File: src/sv/ppp_pkg.sv
`default_nettype none
// ----------------------------------------------------------------------------
// ppp_pkg
// Shared types and constants of the pixel packetizer: register indexes,
// depth codes, the per-pixel byte command and the channel reduce function.
// ----------------------------------------------------------------------------
package ppp_pkg;

  // configuration register indexes
  localparam logic [1:0] REG_DEPTH_MODE  = 2'd0;
  localparam logic [1:0] REG_PACKET_MODE = 2'd1;
  localparam logic [1:0] REG_PIX_PER_PKT = 2'd2;
  localparam logic [1:0] REG_PROTO_TYPE  = 2'd3;

  // depth mode codes (any other code copies bytes through)
  localparam logic [1:0] DEPTH_COPY = 2'd0;
  localparam logic [1:0] DEPTH_4BIT = 2'd1;
  localparam logic [1:0] DEPTH_3BIT = 2'd2;

  // packet mode codes
  localparam logic PKT_ROW    = 1'b0;
  localparam logic PKT_WINDOW = 1'b1;

  // register reset values
  localparam logic [1:0]  DEPTH_RST = DEPTH_4BIT;
  localparam logic [12:0] PPP_RST   = 13'd256;

  // bytes one pixel can cause: two header bytes and up to three payload bytes
  localparam int unsigned MAX_BYTES = 5;
  localparam int unsigned CNT_W     = $clog2(MAX_BYTES + 1);

  // command queue between front and back
  localparam int unsigned QUEUE_DEPTH = 2;

  // rounding constants of the two reduce modes
  localparam logic [15:0] MUL4 = 16'd15;
  localparam logic [15:0] ADD4 = 16'd135;
  localparam logic [15:0] MUL3 = 16'd225;
  localparam logic [15:0] ADD3 = 16'd4096;

  // one pixel worth of stream bytes, in output order
  typedef struct packed {
    logic [MAX_BYTES-1:0][7:0] bytes;
    logic [CNT_W-1:0]          n;
    logic                      has_hdr;
    logic                      last;
  } cmd_t;

  // multiply, add and shift rounding of one channel
  function automatic logic [3:0] cut_channel(input logic [7:0] c, input logic [1:0] mode);
    logic [15:0] p;
    logic [3:0]  res;
    if (mode == DEPTH_3BIT) begin
      p   = {8'd0, c} * MUL3 + ADD3;
      res = {1'b0, p[15:13]};
    end else begin
      p   = {8'd0, c} * MUL4 + ADD4;
      res = p[11:8];
    end
    return res;
  endfunction

endpackage
`default_nettype wire

File: src/sv/ppp_front.sv
`default_nettype none
// ----------------------------------------------------------------------------
// ppp_front
// Accepts pixels, holds configuration and packet state, reduces channels and
// builds the byte command that one pixel causes.
// ----------------------------------------------------------------------------
module ppp_front #(
  parameter int unsigned NIBBLE_SHIFT = 4
) (
  input  wire logic          clk,
  input  wire logic          rst_n,
  input  wire logic          cfg_we,
  input  wire logic [1:0]    cfg_index,
  input  wire logic [12:0]   cfg_wdata,
  input  wire logic          in_valid,
  input  wire logic [7:0]    in_red,
  input  wire logic [7:0]    in_green,
  input  wire logic [7:0]    in_blue,
  input  wire logic          in_end_of_frame,
  input  wire logic          q_full,
  output logic               push,
  output ppp_pkg::cmd_t      cmd
);
  import ppp_pkg::*;

  logic [1:0]  depth_mode_r;
  logic        packet_mode_r;
  logic [12:0] pix_per_pkt_r;
  logic [7:0]  proto_type_r;

  logic [7:0]  pending_r, pending_nxt;
  logic        phase_r, phase_nxt;
  logic [12:0] pix_cnt_r, pix_cnt_nxt;
  logic [7:0]  pkt_num_r, pkt_num_nxt;

  logic        reduce, full, close, hdr;
  logic [3:0]  cr, cg, cb;
  logic [7:0]  pend_new;
  logic [2:0][7:0] pay;
  logic [CNT_W-1:0] pay_n;

  // configuration registers
  always_ff @(posedge clk) begin
    if (!rst_n) begin
      depth_mode_r  <= DEPTH_RST;
      packet_mode_r <= PKT_ROW;
      pix_per_pkt_r <= PPP_RST;
      proto_type_r  <= 8'd0;
    end else if (cfg_we) begin
      case (cfg_index)
        REG_DEPTH_MODE:  depth_mode_r  <= cfg_wdata[1:0];
        REG_PACKET_MODE: packet_mode_r <= cfg_wdata[0];
        REG_PIX_PER_PKT: pix_per_pkt_r <= cfg_wdata;
        REG_PROTO_TYPE:  proto_type_r  <= cfg_wdata[7:0];
        default: ;
      endcase
    end
  end

  assign push = in_valid && !q_full;

  // channel reduce
  assign cr = cut_channel(in_red, depth_mode_r);
  assign cg = cut_channel(in_green, depth_mode_r);
  assign cb = cut_channel(in_blue, depth_mode_r);
  assign pend_new = 8'({4'd0, cb} << NIBBLE_SHIFT);

  // packet boundary decisions
  assign reduce = (depth_mode_r == DEPTH_4BIT) || (depth_mode_r == DEPTH_3BIT);
  assign full   = ({1'b0, pix_cnt_r} + 14'd1) >= {1'b0, pix_per_pkt_r};
  assign close  = full || (in_end_of_frame && (packet_mode_r == PKT_WINDOW));
  assign hdr    = (pix_cnt_r == 13'd0);

  // payload bytes and next pair state
  always_comb begin
    pay         = '0;
    pay_n       = CNT_W'(3);
    pending_nxt = 8'd0;
    phase_nxt   = 1'b0;
    if (!reduce) begin
      pay[0] = in_red;
      pay[1] = in_green;
      pay[2] = in_blue;
    end else if (!phase_r) begin
      pay[0] = 8'({4'd0, cr} << NIBBLE_SHIFT) | {4'd0, cg};
      if (close) begin
        pay[1] = pend_new;
        pay_n  = CNT_W'(2);
      end else begin
        pay_n       = CNT_W'(1);
        pending_nxt = pend_new;
        phase_nxt   = 1'b1;
      end
    end else begin
      pay[0] = pending_r | {4'd0, cr};
      pay[1] = 8'({4'd0, cg} << NIBBLE_SHIFT) | {4'd0, cb};
      pay_n  = CNT_W'(2);
    end
    if (in_end_of_frame) begin
      pending_nxt = 8'd0;
      phase_nxt   = 1'b0;
    end
  end

  // packet counters
  always_comb begin
    if (close) begin
      pix_cnt_nxt = 13'd0;
      pkt_num_nxt = pkt_num_r + 8'd1;
    end else begin
      pix_cnt_nxt = pix_cnt_r + 13'd1;
      pkt_num_nxt = pkt_num_r;
    end
    if (in_end_of_frame) begin
      pix_cnt_nxt = 13'd0;
      pkt_num_nxt = 8'd0;
    end
  end

  // command build: header bytes lead when the packet is still empty
  always_comb begin
    cmd         = '0;
    cmd.has_hdr = hdr;
    cmd.last    = close;
    if (hdr) begin
      cmd.bytes[0] = proto_type_r;
      cmd.bytes[1] = pkt_num_r;
      cmd.bytes[2] = pay[0];
      cmd.bytes[3] = pay[1];
      cmd.bytes[4] = pay[2];
      cmd.n        = pay_n + CNT_W'(2);
    end else begin
      cmd.bytes[0] = pay[0];
      cmd.bytes[1] = pay[1];
      cmd.bytes[2] = pay[2];
      cmd.n        = pay_n;
    end
  end

  // packet state registers
  always_ff @(posedge clk) begin
    if (!rst_n) begin
      pending_r <= 8'd0;
      phase_r   <= 1'b0;
      pix_cnt_r <= 13'd0;
      pkt_num_r <= 8'd0;
    end else if (push) begin
      pending_r <= pending_nxt;
      phase_r   <= phase_nxt;
      pix_cnt_r <= pix_cnt_nxt;
      pkt_num_r <= pkt_num_nxt;
    end
  end

endmodule
`default_nettype wire

File: src/sv/ppp_queue.sv
`default_nettype none
// ----------------------------------------------------------------------------
// ppp_queue
// Short command queue that decouples pixel acceptance from byte output.
// ----------------------------------------------------------------------------
module ppp_queue (
  input  wire logic          clk,
  input  wire logic          rst_n,
  input  wire logic          push,
  input  wire ppp_pkg::cmd_t push_cmd,
  input  wire logic          pop,
  output logic               full,
  output logic               q_valid,
  output ppp_pkg::cmd_t      q_cmd
);
  import ppp_pkg::*;

  localparam int unsigned PTR_W = (QUEUE_DEPTH > 1) ? $clog2(QUEUE_DEPTH) : 1;
  localparam int unsigned CNT_QW = $clog2(QUEUE_DEPTH + 1);

  cmd_t              entry_r [QUEUE_DEPTH];
  logic [PTR_W-1:0]  wr_ptr_r, rd_ptr_r;
  logic [CNT_QW-1:0] count_r;

  assign full    = (count_r == CNT_QW'(QUEUE_DEPTH));
  assign q_valid = (count_r != '0);
  assign q_cmd   = entry_r[rd_ptr_r];

  // entry storage
  always_ff @(posedge clk) begin
    if (push) begin
      entry_r[wr_ptr_r] <= push_cmd;
    end
  end

  // pointers and fill count
  always_ff @(posedge clk) begin
    if (!rst_n) begin
      wr_ptr_r <= '0;
      rd_ptr_r <= '0;
      count_r  <= '0;
    end else begin
      if (push) begin
        wr_ptr_r <= (wr_ptr_r == PTR_W'(QUEUE_DEPTH - 1)) ? '0 : wr_ptr_r + PTR_W'(1);
      end
      if (pop) begin
        rd_ptr_r <= (rd_ptr_r == PTR_W'(QUEUE_DEPTH - 1)) ? '0 : rd_ptr_r + PTR_W'(1);
      end
      if (push && !pop) begin
        count_r <= count_r + CNT_QW'(1);
      end else if (pop && !push) begin
        count_r <= count_r - CNT_QW'(1);
      end
    end
  end

endmodule
`default_nettype wire

File: src/sv/ppp_back.sv
`default_nettype none
// ----------------------------------------------------------------------------
// ppp_back
// Steps through the current command one byte per cycle, unless out_stall
// holds the output register; the next command loads as the last byte leaves.
// ----------------------------------------------------------------------------
module ppp_back (
  input  wire logic          clk,
  input  wire logic          rst_n,
  input  wire logic          q_valid,
  input  wire ppp_pkg::cmd_t q_cmd,
  output logic               pop,
  output logic               out_valid,
  input  wire logic          out_stall,
  output logic [7:0]         out_byte,
  output logic               out_is_header,
  output logic               out_last_of_packet
);
  import ppp_pkg::*;

  cmd_t             cur_r;
  logic             cur_valid_r;
  logic [CNT_W-1:0] pos_r;
  logic             out_valid_r;
  logic [7:0]       byte_r, byte_nxt;
  logic             hdr_r, last_r;

  logic out_load, emit, is_end, cur_free;

  assign out_load = !out_valid_r || !out_stall;
  assign emit     = out_load && cur_valid_r;
  assign is_end   = (pos_r == cur_r.n - CNT_W'(1));
  assign cur_free = !cur_valid_r || (emit && is_end);
  assign pop      = cur_free && q_valid;

  // byte select
  always_comb begin
    case (pos_r)
      CNT_W'(0): byte_nxt = cur_r.bytes[0];
      CNT_W'(1): byte_nxt = cur_r.bytes[1];
      CNT_W'(2): byte_nxt = cur_r.bytes[2];
      CNT_W'(3): byte_nxt = cur_r.bytes[3];
      CNT_W'(4): byte_nxt = cur_r.bytes[4];
      default:   byte_nxt = 8'd0;
    endcase
  end

  // command sequencer
  always_ff @(posedge clk) begin
    if (!rst_n) begin
      cur_valid_r <= 1'b0;
      pos_r       <= '0;
    end else if (pop) begin
      cur_valid_r <= 1'b1;
      pos_r       <= '0;
    end else if (emit && is_end) begin
      cur_valid_r <= 1'b0;
    end else if (emit) begin
      pos_r <= pos_r + CNT_W'(1);
    end
  end

  always_ff @(posedge clk) begin
    if (pop) begin
      cur_r <= q_cmd;
    end
  end

  // output register
  always_ff @(posedge clk) begin
    if (!rst_n) begin
      out_valid_r <= 1'b0;
    end else if (out_load) begin
      out_valid_r <= cur_valid_r;
    end
  end

  always_ff @(posedge clk) begin
    if (emit) begin
      byte_r <= byte_nxt;
      hdr_r  <= cur_r.has_hdr && (pos_r < CNT_W'(2));
      last_r <= cur_r.last && is_end;
    end
  end

  assign out_valid          = out_valid_r;
  assign out_byte           = byte_r;
  assign out_is_header      = hdr_r;
  assign out_last_of_packet = last_r;

endmodule
`default_nettype wire

File: src/sv/pixel_pack_packetizer.sv
`default_nettype none
// ----------------------------------------------------------------------------
// pixel_pack_packetizer
// RGB888 pixel to packet byte stream, with optional 4- or 3-bit reduce.
// ----------------------------------------------------------------------------
// Input channel: one pixel per transfer (in_valid high, in_stall low),
// with in_end_of_frame on the final pixel of a frame.
// Output channel: one stream byte per transfer, flagged as header or as
// the last byte of a packet. Header bytes precede the first pixel of each
// packet.
// Config: write cfg_wdata to register cfg_index when cfg_we is high, only
// while the block is idle.
// Path: a pixel's command passes the queue and the current-command register
// before its first byte enters the output register. Each pixel causes one to
// five bytes (three in copy mode, 1.5 average in reduce mode, plus two per
// packet for the header); the output byte sequencer sets their pace.
// A two-entry command queue lets pixels be taken while bytes drain.
// Reset: clears configuration to defaults, packet state, queue and output.
// Receiver stall: the output register holds; the queue fills and then
// in_stall rises until bytes move again.
// ----------------------------------------------------------------------------
module pixel_pack_packetizer #(
  parameter int unsigned NIBBLE_SHIFT = 4
) (
  input  wire logic        clk,
  input  wire logic        rst_n,
  input  wire logic        cfg_we,
  input  wire logic [1:0]  cfg_index,
  input  wire logic [12:0] cfg_wdata,
  input  wire logic        in_valid,
  output logic             in_stall,
  input  wire logic [7:0]  in_red,
  input  wire logic [7:0]  in_green,
  input  wire logic [7:0]  in_blue,
  input  wire logic        in_end_of_frame,
  output logic             out_valid,
  input  wire logic        out_stall,
  output logic [7:0]       out_byte,
  output logic             out_is_header,
  output logic             out_last_of_packet
);
  import ppp_pkg::*;

  logic push, q_full, q_valid, pop;
  cmd_t push_cmd, q_cmd;

  assign in_stall = q_full;

  // pixel front end
  ppp_front #(
    .NIBBLE_SHIFT(NIBBLE_SHIFT)
  ) u_front (
    .clk            (clk),
    .rst_n          (rst_n),
    .cfg_we         (cfg_we),
    .cfg_index      (cfg_index),
    .cfg_wdata      (cfg_wdata),
    .in_valid       (in_valid),
    .in_red         (in_red),
    .in_green       (in_green),
    .in_blue        (in_blue),
    .in_end_of_frame(in_end_of_frame),
    .q_full         (q_full),
    .push           (push),
    .cmd            (push_cmd)
  );

  // command queue
  ppp_queue u_queue (
    .clk     (clk),
    .rst_n   (rst_n),
    .push    (push),
    .push_cmd(push_cmd),
    .pop     (pop),
    .full    (q_full),
    .q_valid (q_valid),
    .q_cmd   (q_cmd)
  );

  // byte back end
  ppp_back u_back (
    .clk               (clk),
    .rst_n             (rst_n),
    .q_valid           (q_valid),
    .q_cmd             (q_cmd),
    .pop               (pop),
    .out_valid         (out_valid),
    .out_stall         (out_stall),
    .out_byte          (out_byte),
    .out_is_header     (out_is_header),
    .out_last_of_packet(out_last_of_packet)
  );

  // every command carries one to five bytes
  a_cmd_len: assert property (@(posedge clk) disable iff (!rst_n)
    push |-> (push_cmd.n >= CNT_W'(1) && push_cmd.n <= CNT_W'(MAX_BYTES)))
    else $error("command byte count out of range");

  // a header byte never closes a packet
  a_hdr_not_last: assert property (@(posedge clk) disable iff (!rst_n)
    out_valid |-> !(out_is_header && out_last_of_packet))
    else $error("header byte flagged as packet end");

  // reset empties the output register
  a_rst_out: assert property (@(posedge clk) !rst_n |=> !out_valid)
    else $error("output valid after reset");

  // a pop only happens with a queued command
  a_pop_valid: assert property (@(posedge clk) disable iff (!rst_n)
    pop |-> q_valid)
    else $error("queue popped while empty");

endmodule
`default_nettype wire

File: config.mk
export PLATFORM = sky130hd
export DESIGN_NAME = pixel_pack_packetizer
export DESIGN_NICKNAME = d
export VERILOG_FILES = /design/src/sv/ppp_pkg.sv /design/src/sv/ppp_front.sv /design/src/sv/ppp_queue.sv /design/src/sv/ppp_back.sv /design/src/sv/pixel_pack_packetizer.sv
export SDC_FILE = /design/constraint.sdc
export NUM_CORES = 1
export LEC_CHECK = 0
export ABC_CLOCK_PERIOD_IN_PS = 4300
export BUFFER_PORTS_ARGS = -buffer_cell sky130_fd_sc_hd__buf_2
export CORE_ASPECT_RATIO = 0.7
export CORE_MARGIN = 2
export CORE_UTILIZATION = 56
export DETAILED_ROUTE_END_ITERATION = 6
export HOLD_SLACK_MARGIN = 0.03
export PLACE_DENSITY = 0.73
export SYNTH_ARGS = -nofsm -noshare
export SYNTH_HDL_FRONTEND = slang
export SYNTH_SLANG_ARGS = --single-unit
File: constraint.sdc
create_clock -name clk -period 4.3 [get_ports clk]
set_input_delay 0.215 -clock clk [delete_from_list [all_inputs] [get_ports clk]]
set_output_delay 0.215 -clock clk [all_outputs]
set_load 0.1 [all_outputs]
==> results of run 1 <==
-- layer usage --
metal | part of all wire (%) | up-vias | track usage (%)
met5 | 0 | - | 0
met4 | 1.1 | 0 | 3.79
met3 | 6.7 | 36 | 3.30
met2 | 44 | 316 | 38.5
met1 | 48 | 4578 | 38.3
li1 | - | 4557 | -
-- cell families after synthesis --
kind of cell,count (synthesis)
adders and majority gates,238
buffers and inverters,156
muxes,72
and+or+nand+nor,260
AOI/OAI and AO/OA,227
xor gates and xnor gates,51
DFF,204
-- final cells by class --
cell class	count	area [sq um]	share of cell area (%)
clock inverter	9	113	0.748
timing repair buffer	104	681	4.52
clock buffer	27	567	3.76
tap	318	398	2.64
sequential	204	5540	36.8
multi-input combinational	848	7350	48.8
inverter	110	413	2.74
-- Yosys cell counts (all sizes together), types with 7 or more instances --
cell type,number
ha,196
edfxtp,145
inv,109
nand2,83
nor2,78
a21oi,61
dfxtp,59
mux2,53
fa,42
o21ai,40
clkbuf,38
xnor2,32
nor3,22
mux2i,19
xor2,18
nand3,16
a31oi,15
and3,14
nand4,10
o211ai,10
o31ai,9
a21o,8
buf,8
or3,8
a211oi,7
a22oi,7
a311oi,7
a32oi,7
and2,7
o311a,7
-- per-stage QoR --
| stage | total power [mW] | setup TNS [ns] |
|---|---|---|
| after global routing | 8.51 | 0 |
| after CTS | 8.06 | 0 |
| after detailed placement | 6.26 | -0.000423 |
| after floorplan | 5.35 | 0 |
| final | 8.06 | 0 |
| after global placement | 6.17 | 0 |
-- worst max-delay path: cells and delay by family, from the launching register on --
family	cells	cell delay, ns
xor gates and xnor gates	1	0.08
buffers and inverters	1	0.16
AOI/OAI and AO/OA	3	0.92
and+or+nand+nor	7	1.55
DFF	1	0.42
adders and majority gates	2	0.57
-- worst paths after layout --
path                                     startpoint                                endpoint  slack, ns  cells past startpoint
min                                    cfg_index[1]      u_front.packet_mode_r$_SDFFE_PN0P_        0.1                      4
max reg2reg       u_front.pix_cnt_r[0]$_SDFFE_PN0P_        u_queue.entry_r[1][33]$_DFFE_PP_       0.38                     14
min reg2reg  u_front.pix_per_pkt_r[12]$_SDFFE_PN0P_  u_front.pix_per_pkt_r[12]$_SDFFE_PN0P_       0.46                      2
max               u_front.pix_cnt_r[0]$_SDFFE_PN0P_        u_queue.entry_r[1][33]$_DFFE_PP_       0.38                     14
-- power groups by stage --
stage / logic, mW / clock network (mW) / registers (mW)
finish: 3.30 / 1.79 / 2.96
global route: 3.62 / 1.89 / 3.01
CTS: 3.29 / 1.81 / 2.97
detailed placement: 3.25 / 0 / 3.01
global placement: 3.18 / 0 / 2.99
floorplan: 2.04 / 0 / 3.31
-- flip-flops by register name, summed over array words and instances (netlist names), 4 cells and up --
| name | cells |
|---|---|
| u_back.cur_r | 45 |
| u_front.pending_r | 4 |
| u_front.pkt_num_r | 8 |
| u_front.proto_type_r | 8 |
| u_front.pix_per_pkt_r | 13 |
| u_front.pix_cnt_r | 13 |
| u_back.out_byte | 8 |
| u_queue.entry_r | 90 |
-- what timing repair did --
action,4_1_cts,5_1_grt
endpoints found under the hold margin,25,0
endpoints found under the setup margin,0,0
hold buffers,16,0
resized for setup,0,0
==> flow_metrics.py, run 1 <==
metrics = {
    "floorplan": {
        "initial_utilization_pct": 57.0,
        "ios": 57,
        "fp.coreArea_sq_um": 23600,
        "die_w_um": 189,
        "fp.dieH_um": 134,
        "row_count": 47,
        "dieArea_sq_um": 25300,
    },
    "global_routing": {
        "grt_pass1_vias": 9337,
        "grt_pass1_wl_um": 49600,
        "globalRouteTotalUtil_pct": 24.9,
        "grt_max_degree": 55,
        "antenna_found_initial": 0,
        "grt-ovfl-total": 0,
    },
    "logic_synthesis": {
        "syn_area_sq_um": 13500,
        "yosysSeqAreaShare_pct": 41.1,
        "synth_compound_area_share_pct": 11.8,
        "synth_top_area_cell": "edfxtp_1",
        "synth_seq_cells": 204,
        "synth-main-ff-cell": "edfxtp_1",
        "mappedNetlistNets": 1491,
        "synth_adder_area_share_pct": 24.4,
        "synth_area_leaders": "edfxtp_1 (32%), ha_1 (18%), dfxtp_1 (8.8%)",
        "netlist.area_leader.share_pct": 32.3,
        "synth_top_family_by_area": "adder cells",
        "avgSynthCellArea_sq_um": 11.2,
        "synthMuxAreaShare_pct": 5.84,
        "yosysWarnings": 0,
        "synth_edf_count": 145,
        "synth_simple_gate_area_share_pct": 8.85,
        "synth_xor_area_share_pct": 3.56,
        "yosysUniqueCellTypes": 75,
        "synth_cells": 1208,
        "async_reset_ff_share_pct": 0,
    },
    "sta": {
        "fin_skew_ns": 0.0118,
        "tightest_slew_ns": 1.14,
        "hold_ws_ns": 0.0959,
        "hold_viol": 0,
        "setup_violations": 0,
        "worst_slack_ns": 0.384,
        "min_period_over_period_pct": 91.1,
        "fmax_mhz": 255,
        "slew_violations": 0,
        "slew_headroom_pct": 24.2,
        "min_period_ns": 3.92,
        "grt_setup_unrepaired": "no",
    },
    "place": {
        "dp_hpwl_um": 22900,
        "place_congestion": 0.877,
        "dp.cells": 1568,
        "dpl_cell_area_sq_um": 14200,
        "pre_cts_ws_ns": -0.000220,
        "io_buffers": 56,
    },
    "critical_path": {
        "end_kind": "register",
        "crit_path_top_delay_cell": "o211ai_2",
        "critical-path-max-stage-delay_ns": 0.50,
        "critPathKind": "reg -> reg",
        "critPathArrivalTime_ns": 4.21,
        "cp_max_fo": 10,
        "crit_required_ns": 4.59,
        "startpoint_type": "register",
        "crit_chain": "ha_1 > and3_1 > nand3_1 > nor2_1 > and3_1 > xor2_1 > ha_1 > nand4_1 > nor2_1 > o21ai_0 > o211ai_2 > inv_1 > or3_1 > a211oi_1",
    },
    "routing": {
        "vias_per_cell": 5.86,
        "wl_per_cell_um": 19.1,
        "drtIter0Drc": 848,
        "postRouteAntennaNets": 0,
        "detail_route.first_pass.iterations": 5,
        "vias": 9487,
        "wl_um": 30900,
        "drc_errors": 0,
    },
    "clock_network": {
        "clkTransAtPathRegs_ns": 0.06,
        "clock_sinks": 204,
        "cts_tree": "yes",
        "cts_buffers": 20,
        "clkLatencyLatePin_ns": 0.50,
        "htree_num_levels": 1,
        "post-cts-setup-buffers": 0,
        "cts_root_buf": "clkbuf_16",
        "clock_path_buffers": 3,
    },
    "final_layout": {
        "num-fill-cells": 1914,
        "final_util_pct": 63.7,
        "final_common_cell": "ha_1",
        "final_cell_mix": "ha_1 (196), edfxtp_1 (145), inv_1 (107), nand2_1 (83), nor2_1 (76)",
        "fin_area_sq_um": 15100,
        "drive_above_1_share_pct": 14.7,
        "num-nets-final": 1571,
        "finalNonFillerCells": 1620,
        "syn2layout_area_growth_pct": 11.8,
        "diodes": 0,
    },
    "pwr": {
        "power_leakage_nw": 6.51,
        "pwr-share-comb_pct": 41.0,
        "p_switching_mw": 3.00,
        "power_density_nw_per_um2": 535,
        "peakVddDrop_uv": 466,
        "power_switching_share_pct": 37.3,
        "p_clk_share_pct": 22.2,
        "internal_power_mw": 5.06,
        "seqPwrFrac_pct": 36.8,
    },
    "outcome": {
        "status": "finished clean",
    },
    "job": {
        "cap_viol_max_count": 0,
    },
    "worst_hold_path": {
        "hold_class": "in -> reg",
    },
}
Note: power is estimated with default switching activity, not from simulation.
==> run 2, diff against run 1 <==
- CORE_UTILIZATION: 56 -> 45
- PLACE_DENSITY: 0.73 -> not set
==> run 2 against run 1 <==
  * Hold slack better by 0.013 ns
  * Cell count up 4.8%
  * Largest power group unchanged
  * Combinational power down 3%
  * Maximum frequency down 0.49%
  * Critical path type unchanged
  * Clock skew up 0.015 ns
  * Total power up 2.1%
  * Flip-flop and latch count unchanged
  * First-iteration DRC count down 22%
  * Non-clock buffer count up 14
  * Register-to-register slack worse by 0.02 ns
  * Critical path depth unchanged
  * Core utilization down 11 points
==> flow_metrics.py, run 2 (same netlist as run 1, synthesis figures left out) <==
metrics = {
    "final_layout": {
        "fin_area_sq_um": 15300,
        "diodes": 0,
        "final_cell_mix": "ha_1 (196), edfxtp_1 (145), inv_1 (107), nand2_1 (83), nor2_1 (76)",
        "final_common_cell": "ha_1",
        "num-nets-final": 1587,
        "reg_top3": "u_queue.entry_r (90), u_back.cur_r (45)",
        "largest_register": "u_queue.entry_r",
        "syn2layout_area_growth_pct": 13.8,
        "largest_reg_flops": 90,
        "seq_area_sq_um": 5540,
        "num-fill-cells": 2578,
        "final_util_pct": 52.6,
        "drive_above_1_share_pct": 16.0,
        "multi_input_area_sq_um": 7350,
    },
    "clock_network": {
        "cts_buffers": 22,
        "clkTransAtPathRegs_ns": 0.06,
        "cts_root_buf": "clkbuf_16",
        "cts_tree": "yes",
        "clock_sinks": 204,
        "cts-resized-gates": 0,
        "clkLatencyLatePin_ns": 0.51,
        "htree_num_levels": 1,
        "clock_path_buffers": 3,
    },
    "global_routing": {
        "globalRouteTotalUtil_pct": 19.6,
        "grt_pass1_wl_um": 48500,
        "grt-ovfl-total": 0,
        "grt_max_degree": 55,
        "antenna_found_initial": 0,
        "grt_pass1_vias": 8976,
    },
    "worst_hold_path": {
        "hold_depth": 4,
        "min-delay-start": "cfg_index[1]",
        "hold_end": "u_front.packet_mode_r$_SDFFE_PN0P_",
        "hold_class": "in -> reg",
    },
    "sta": {
        "min_period_ns": 3.94,
        "fmax_mhz": 254,
        "tightest_slew_ns": 0.997,
        "grt_setup_unrepaired": "no",
        "hold_viol": 0,
        "slew_headroom_pct": 33.3,
        "slew_violations": 0,
        "fin_skew_ns": 0.0273,
        "min_period_over_period_pct": 91.5,
        "setup_violations": 0,
        "fin_setup_tns_ns": 0,
    },
    "routing": {
        "drc_errors": 0,
        "detail_route.first_pass.iterations": 6,
        "wl_per_cell_um": 17.7,
        "vias": 9231,
        "drtIter0Drc": 658,
        "wl_um": 30000,
        "vias_per_cell": 5.44,
        "postRouteAntennaNets": 0,
    },
    "floorplan": {
        "dieArea_sq_um": 31400,
        "fp.coreArea_sq_um": 29100,
        "fp.dieH_um": 149,
        "initial_utilization_pct": 46.2,
        "die_w_um": 211,
        "row_count": 52,
        "ios": 57,
    },
    "critical_path": {
        "reg2regPathDepth": 14,
        "r2r_slack_ns": 0.36,
        "critPathKind": "reg -> reg",
        "critPathTopFamily": "simple AND/OR/NAND/NOR gates",
        "worstReg2RegStart": "u_front.pix_cnt_r[0]$_SDFFE_PN0P_",
        "crit_path_top_delay_cell": "o211ai_2",
        "crit_chain": "ha_1 > and3_1 > nand3_1 > nor2_1 > and3_1 > xor2_1 > ha_1 > nand4_1 > nor2_1 > o21ai_0 > o211ai_2 > inv_1 > or3_1 > a211oi_1",
        "worstPathBufferInverterCount": 1,
        "critPathArrivalTime_ns": 4.21,
        "setup.worst_path.start": "u_front.pix_cnt_r[0]$_SDFFE_PN0P_",
        "critical-path-max-stage-delay_ns": 0.42,
        "crit_required_ns": 4.57,
        "r2r_end": "u_queue.entry_r[1][33]$_DFFE_PP_",
        "cp_max_fo": 7,
        "end_kind": "register",
        "startpoint_type": "register",
    },
    "job": {
        "cap_viol_max_count": 0,
    },
    "pwr": {
        "power_leakage_nw": 6.62,
        "power_density_nw_per_um2": 536,
        "peakVddDrop_uv": 358,
    },
    "place": {
        "place_congestion": 0.846,
        "dpl_cell_area_sq_um": 14400,
        "io_buffers": 56,
        "dp_hpwl_um": 22800,
    },
    "outcome": {
        "status": "finished clean",
    },
}
run 2: changes by cell type in the layout (fill, tap and decap cells not counted), sizes merged:
| cell | before | now |
|---|---|---|
| buf | 88 | 102 |
| bufinv | 2 | 5 |
| clkbuf | 27 | 24 |
| clkinv | 5 | 10 |
| clkinvlp | 1 | 2 |
| inv | 111 | 109 |
run 2: report_power, final:
| group | leakage [nW] | internal [mW] | switching (mW) |
|---|---|---|---|
| logic | 4.39 | 1.18 | 2.03 |
| clock network | 0.376 | 1.24 | 0.766 |
| registers | 1.86 | 2.81 | 0.195 |
| total | 6.62 | 5.24 | 2.99 |
run 2: timing repair:
action	in CTS	in global routing
hold endpoints to repair	25	0
hold buffers	16	0
buffers inserted	0	0
run 2: layer usage:
metal	global-route usage (%)	part of all wire, %
met1	30.3	52
met3	2.17	4.3
met5	0	0
met2	29.4	42
met4	4.54	2.0
run 2: how the worst max path moves through the flow:
stage | to | cells after the start
after detailed placement | u_queue.entry_r[1][18]$_DFFE_PP_ | 15
after global routing | u_queue.entry_r[0][33]$_DFFE_PP_ | 14
after floorplan | u_queue.entry_r[0][7]$_DFFE_PP_ | 14
after global placement | u_queue.entry_r[1][18]$_DFFE_PP_ | 15
after CTS | u_queue.entry_r[1][33]$_DFFE_PP_ | 14
final | u_queue.entry_r[1][33]$_DFFE_PP_ | 14
run 2: final cells by class:
type | count | area share (%)
clock buffers | 24 | 3.64
well taps | 378 | 3.08
clock inverters | 16 | 1.43
flip-flops and latches | 204 | 36.1
multi-input cells | 848 | 47.9
repair buffers | 118 | 5.12
inverters | 110 | 2.69
run 2: tightest hold or removal path, stage by stage:
cell     delay [ns]
buf_2          0.12
nor2_1         0.06
mux2i_1        0.10
nor2_1         0.07
run 2: through the flow:
stage / power [mW] / worst slack (ns) / cells / hold slack [ns]
6_report: 8.23 / 0.365 / 1698 / 0.109
5_1_grt: 8.75 / 0.103 / 1698 / 0.134
4_1_cts: 8.29 / 0.419 / 1698 / 0.0933
3_5_place_dp: 6.25 / -0.0596 / 1642 / 0.447
3_3_place_gp: 6.21 / 0.00399 / 1642 / 0.443
2_1_floorplan: 5.35 / 0.517 / 1208 / 0.304
==> run 3, diff against run 2 <==
- ABC_CLOCK_PERIOD_IN_PS: 4300 -> 4400
- clock period: 4.3 -> 4.4 ns (I/O delays scaled with it)
==> run 3 against run 2 <==
  * Hold slack improved by 0.0035 ns
  * Routed wire length up 3.2%
  * Critical path type is now in -> reg
  * Die area is the same
  * Via count grew 0.43%
  * Combinational power is 1% lower
  * Sequential share of layout area increased by 0.22 points
  * Clock power about the same
  * Setup slack improved by 0.045 ns
  * Non-clock buffer count fell by 15
  * Flip-flop and latch count stayed put
  * Global-route usage increased by 0.84 points
  * Critical endpoint is now u_queue.entry_r[1][16]$_DFFE_PP_
  * Core utilization shrank 0.31 points
==> flow_metrics.py, run 3 (same netlist as run 1, synthesis figures left out) <==
metrics = {
    "routing": {
        "vias_per_cell": 5.51,
        "detail_route.first_pass.iterations": 5,
        "drtIter0Drc": 740,
        "postRouteAntennaNets": 0,
        "vias": 9271,
        "wl_per_cell_um": 18.4,
        "drc_errors": 0,
        "wl_um": 31000,
    },
    "critical_path": {
        "r2r_slack_ns": 0.51,
        "r2r_end": "u_queue.entry_r[0][33]$_DFFE_PP_",
        "critPathArrivalTime_ns": 4.36,
        "end_kind": "register",
        "reg2regPathDepth": 14,
        "startpoint_type": "primary input",
        "cp_max_fo": 5,
        "crit_required_ns": 4.77,
        "worstReg2RegStart": "u_front.pix_cnt_r[0]$_SDFFE_PN0P_",
        "critPathKind": "in -> reg",
    },
    "clock_network": {
        "clock_path_buffers": 3,
        "cts_root_buf": "clkbuf_16",
        "clock_sinks": 204,
        "cts_buffers": 22,
        "clkTransAtPathRegs_ns": 0.06,
        "clkLatencyLatePin_ns": 0.51,
        "holdBufCountCts": 16,
        "htree_num_levels": 1,
        "cts_tree": "yes",
        "cts-resized-gates": 0,
        "post-cts-setup-buffers": 0,
    },
    "pwr": {
        "power_leakage_nw": 6.55,
        "p_switching_mw": 2.93,
        "seqPwrFrac_pct": 36.0,
        "internal_power_mw": 5.17,
        "power_switching_share_pct": 36.2,
        "p_clk_share_pct": 24.9,
        "power_density_nw_per_um2": 531,
        "peakVddDrop_uv": 377,
        "pwr-share-comb_pct": 39.1,
    },
    "floorplan": {
        "fp.coreArea_sq_um": 29100,
        "fp.dieH_um": 149,
        "dieArea_sq_um": 31400,
        "row_count": 52,
        "die_w_um": 211,
        "ios": 57,
        "initial_utilization_pct": 46.2,
    },
    "sta": {
        "hold_viol": 0,
        "grt_setup_unrepaired": "no",
        "slew_headroom_pct": 28.5,
        "fmax_mhz": 251,
        "min_period_ns": 3.99,
        "fin_skew_ns": 0.0184,
        "tightest_slew_ns": 1.07,
        "slew_violations": 0,
        "setup_violations": 0,
        "fin_setup_tns_ns": 0,
        "min_period_over_period_pct": 90.7,
    },
    "final_layout": {
        "final_common_cell": "ha_1",
        "finalNonFillerCells": 1682,
        "largest_register": "u_queue.entry_r",
        "largest_reg_flops": 90,
        "syn2layout_area_growth_pct": 13.2,
        "final_cell_mix": "ha_1 (196), edfxtp_1 (145), inv_1 (107), nand2_1 (83), nor2_1 (76)",
        "reg_top3": "u_queue.entry_r (90), u_back.cur_r (45)",
        "diodes": 0,
        "drive_above_1_share_pct": 15.0,
        "num-fill-cells": 2574,
        "num-nets-final": 1572,
    },
    "global_routing": {
        "grt_pass1_wl_um": 50200,
        "antenna_found_initial": 0,
        "grt_max_degree": 55,
        "grt-ovfl-total": 0,
        "globalRouteTotalUtil_pct": 20.4,
        "grt_pass1_vias": 8968,
    },
    "worst_hold_path": {
        "hold_end": "u_front.packet_mode_r$_SDFFE_PN0P_",
        "hold_class": "in -> reg",
        "min-delay-start": "cfg_index[1]",
        "hold_depth": 4,
    },
    "outcome": {
        "status": "finished clean",
    },
    "place": {
        "dp.cells": 1627,
        "place_congestion": 0.851,
        "dp_hpwl_um": 23300,
        "io_buffers": 56,
    },
    "job": {
        "cap_viol_max_count": 0,
    },
}
-- run 3: cell count changes in the layout (fill, tap and decap cells not counted), sizes merged --
cell,delta
bufinv,+1
inv,+1
clkinv,-4
clkinvlp,+1
buf,-15
-- run 3: power by group through the flow --
stage / logic, mW / clock network [mW] / registers (mW)
after floorplan: 1.99 / 0 / 3.24
after global placement: 3.13 / 0 / 2.95
after detailed placement: 3.16 / 0 / 2.95
after CTS: 3.20 / 2.04 / 2.92
after global routing: 3.52 / 2.13 / 2.96
final: 3.17 / 2.01 / 2.91
-- run 3: worst max-delay path by stage --
stage                                  endpoint  cells past startpoint         from
4_1_cts        u_queue.entry_r[1][16]$_DFFE_PP_                     16   in_blue[2]
3_3_place_gp   u_queue.entry_r[0][16]$_DFFE_PP_                     16   in_blue[3]
6_report       u_queue.entry_r[1][16]$_DFFE_PP_                     16   in_blue[3]
2_1_floorplan   u_queue.entry_r[0][7]$_DFFE_PP_                     14  in_green[2]
3_5_place_dp   u_queue.entry_r[1][16]$_DFFE_PP_                     16   in_blue[2]
5_1_grt        u_queue.entry_r[0][25]$_DFFE_PP_                     15    in_red[4]
-- run 3: worst max-delay path, cell delays in order --
cell	delay, ns
buf_2	0.16
fa_1	0.57
inv_1	0.06
fa_1	0.39
inv_1	0.09
fa_1	0.42
ha_1	0.32
a21oi_1	0.18
a21oi_1	0.11
a221oi_2	0.32
o21bai_1	0.13
xnor2_1	0.14
buf_4	0.16
o32ai_1	0.68
buf_4	0.24
mux2_2	0.18
-- run 3: metal layers --
layer  part of all wire (%)  vias to the layer above  GRT usage [%]
met5                      0                        -              0
met4                    1.6                        0           4.15
met3                    3.7                       34           2.00
met2                     42                      188           30.0
met1                     53                     4493           32.6
li1                       -                     4556              -
-- run 3: layout make-up --
cell class | instances | area, sq um | area share (%)
clock inverter | 15 | 240 | 1.58
multi-input combinational | 848 | 7350 | 48.2
tap | 378 | 473 | 3.10
inverter | 110 | 413 | 2.71
sequential | 204 | 5540 | 36.3
timing repair buffer | 103 | 673 | 4.41
clock buffer | 24 | 558 | 3.66
-- run 3: through the flow --
step | hold WS (ns) | worst slack [ns] | util, % | total power [mW] | instance area, sq um
final | 0.112 | 0.410 | 52.3 | 8.09 | 15200
after global routing | 0.144 | 0.272 | 52.3 | 8.62 | 15200
after CTS | 0.0994 | 0.509 | 52.3 | 8.16 | 15200
after detailed placement | 0.448 | 0.000597 | 49.0 | 6.11 | 14300
after global placement | 0.444 | 0.00638 | 49.0 | 6.08 | 14300
after floorplan | 0.309 | 0.612 | - | 5.23 | 13500
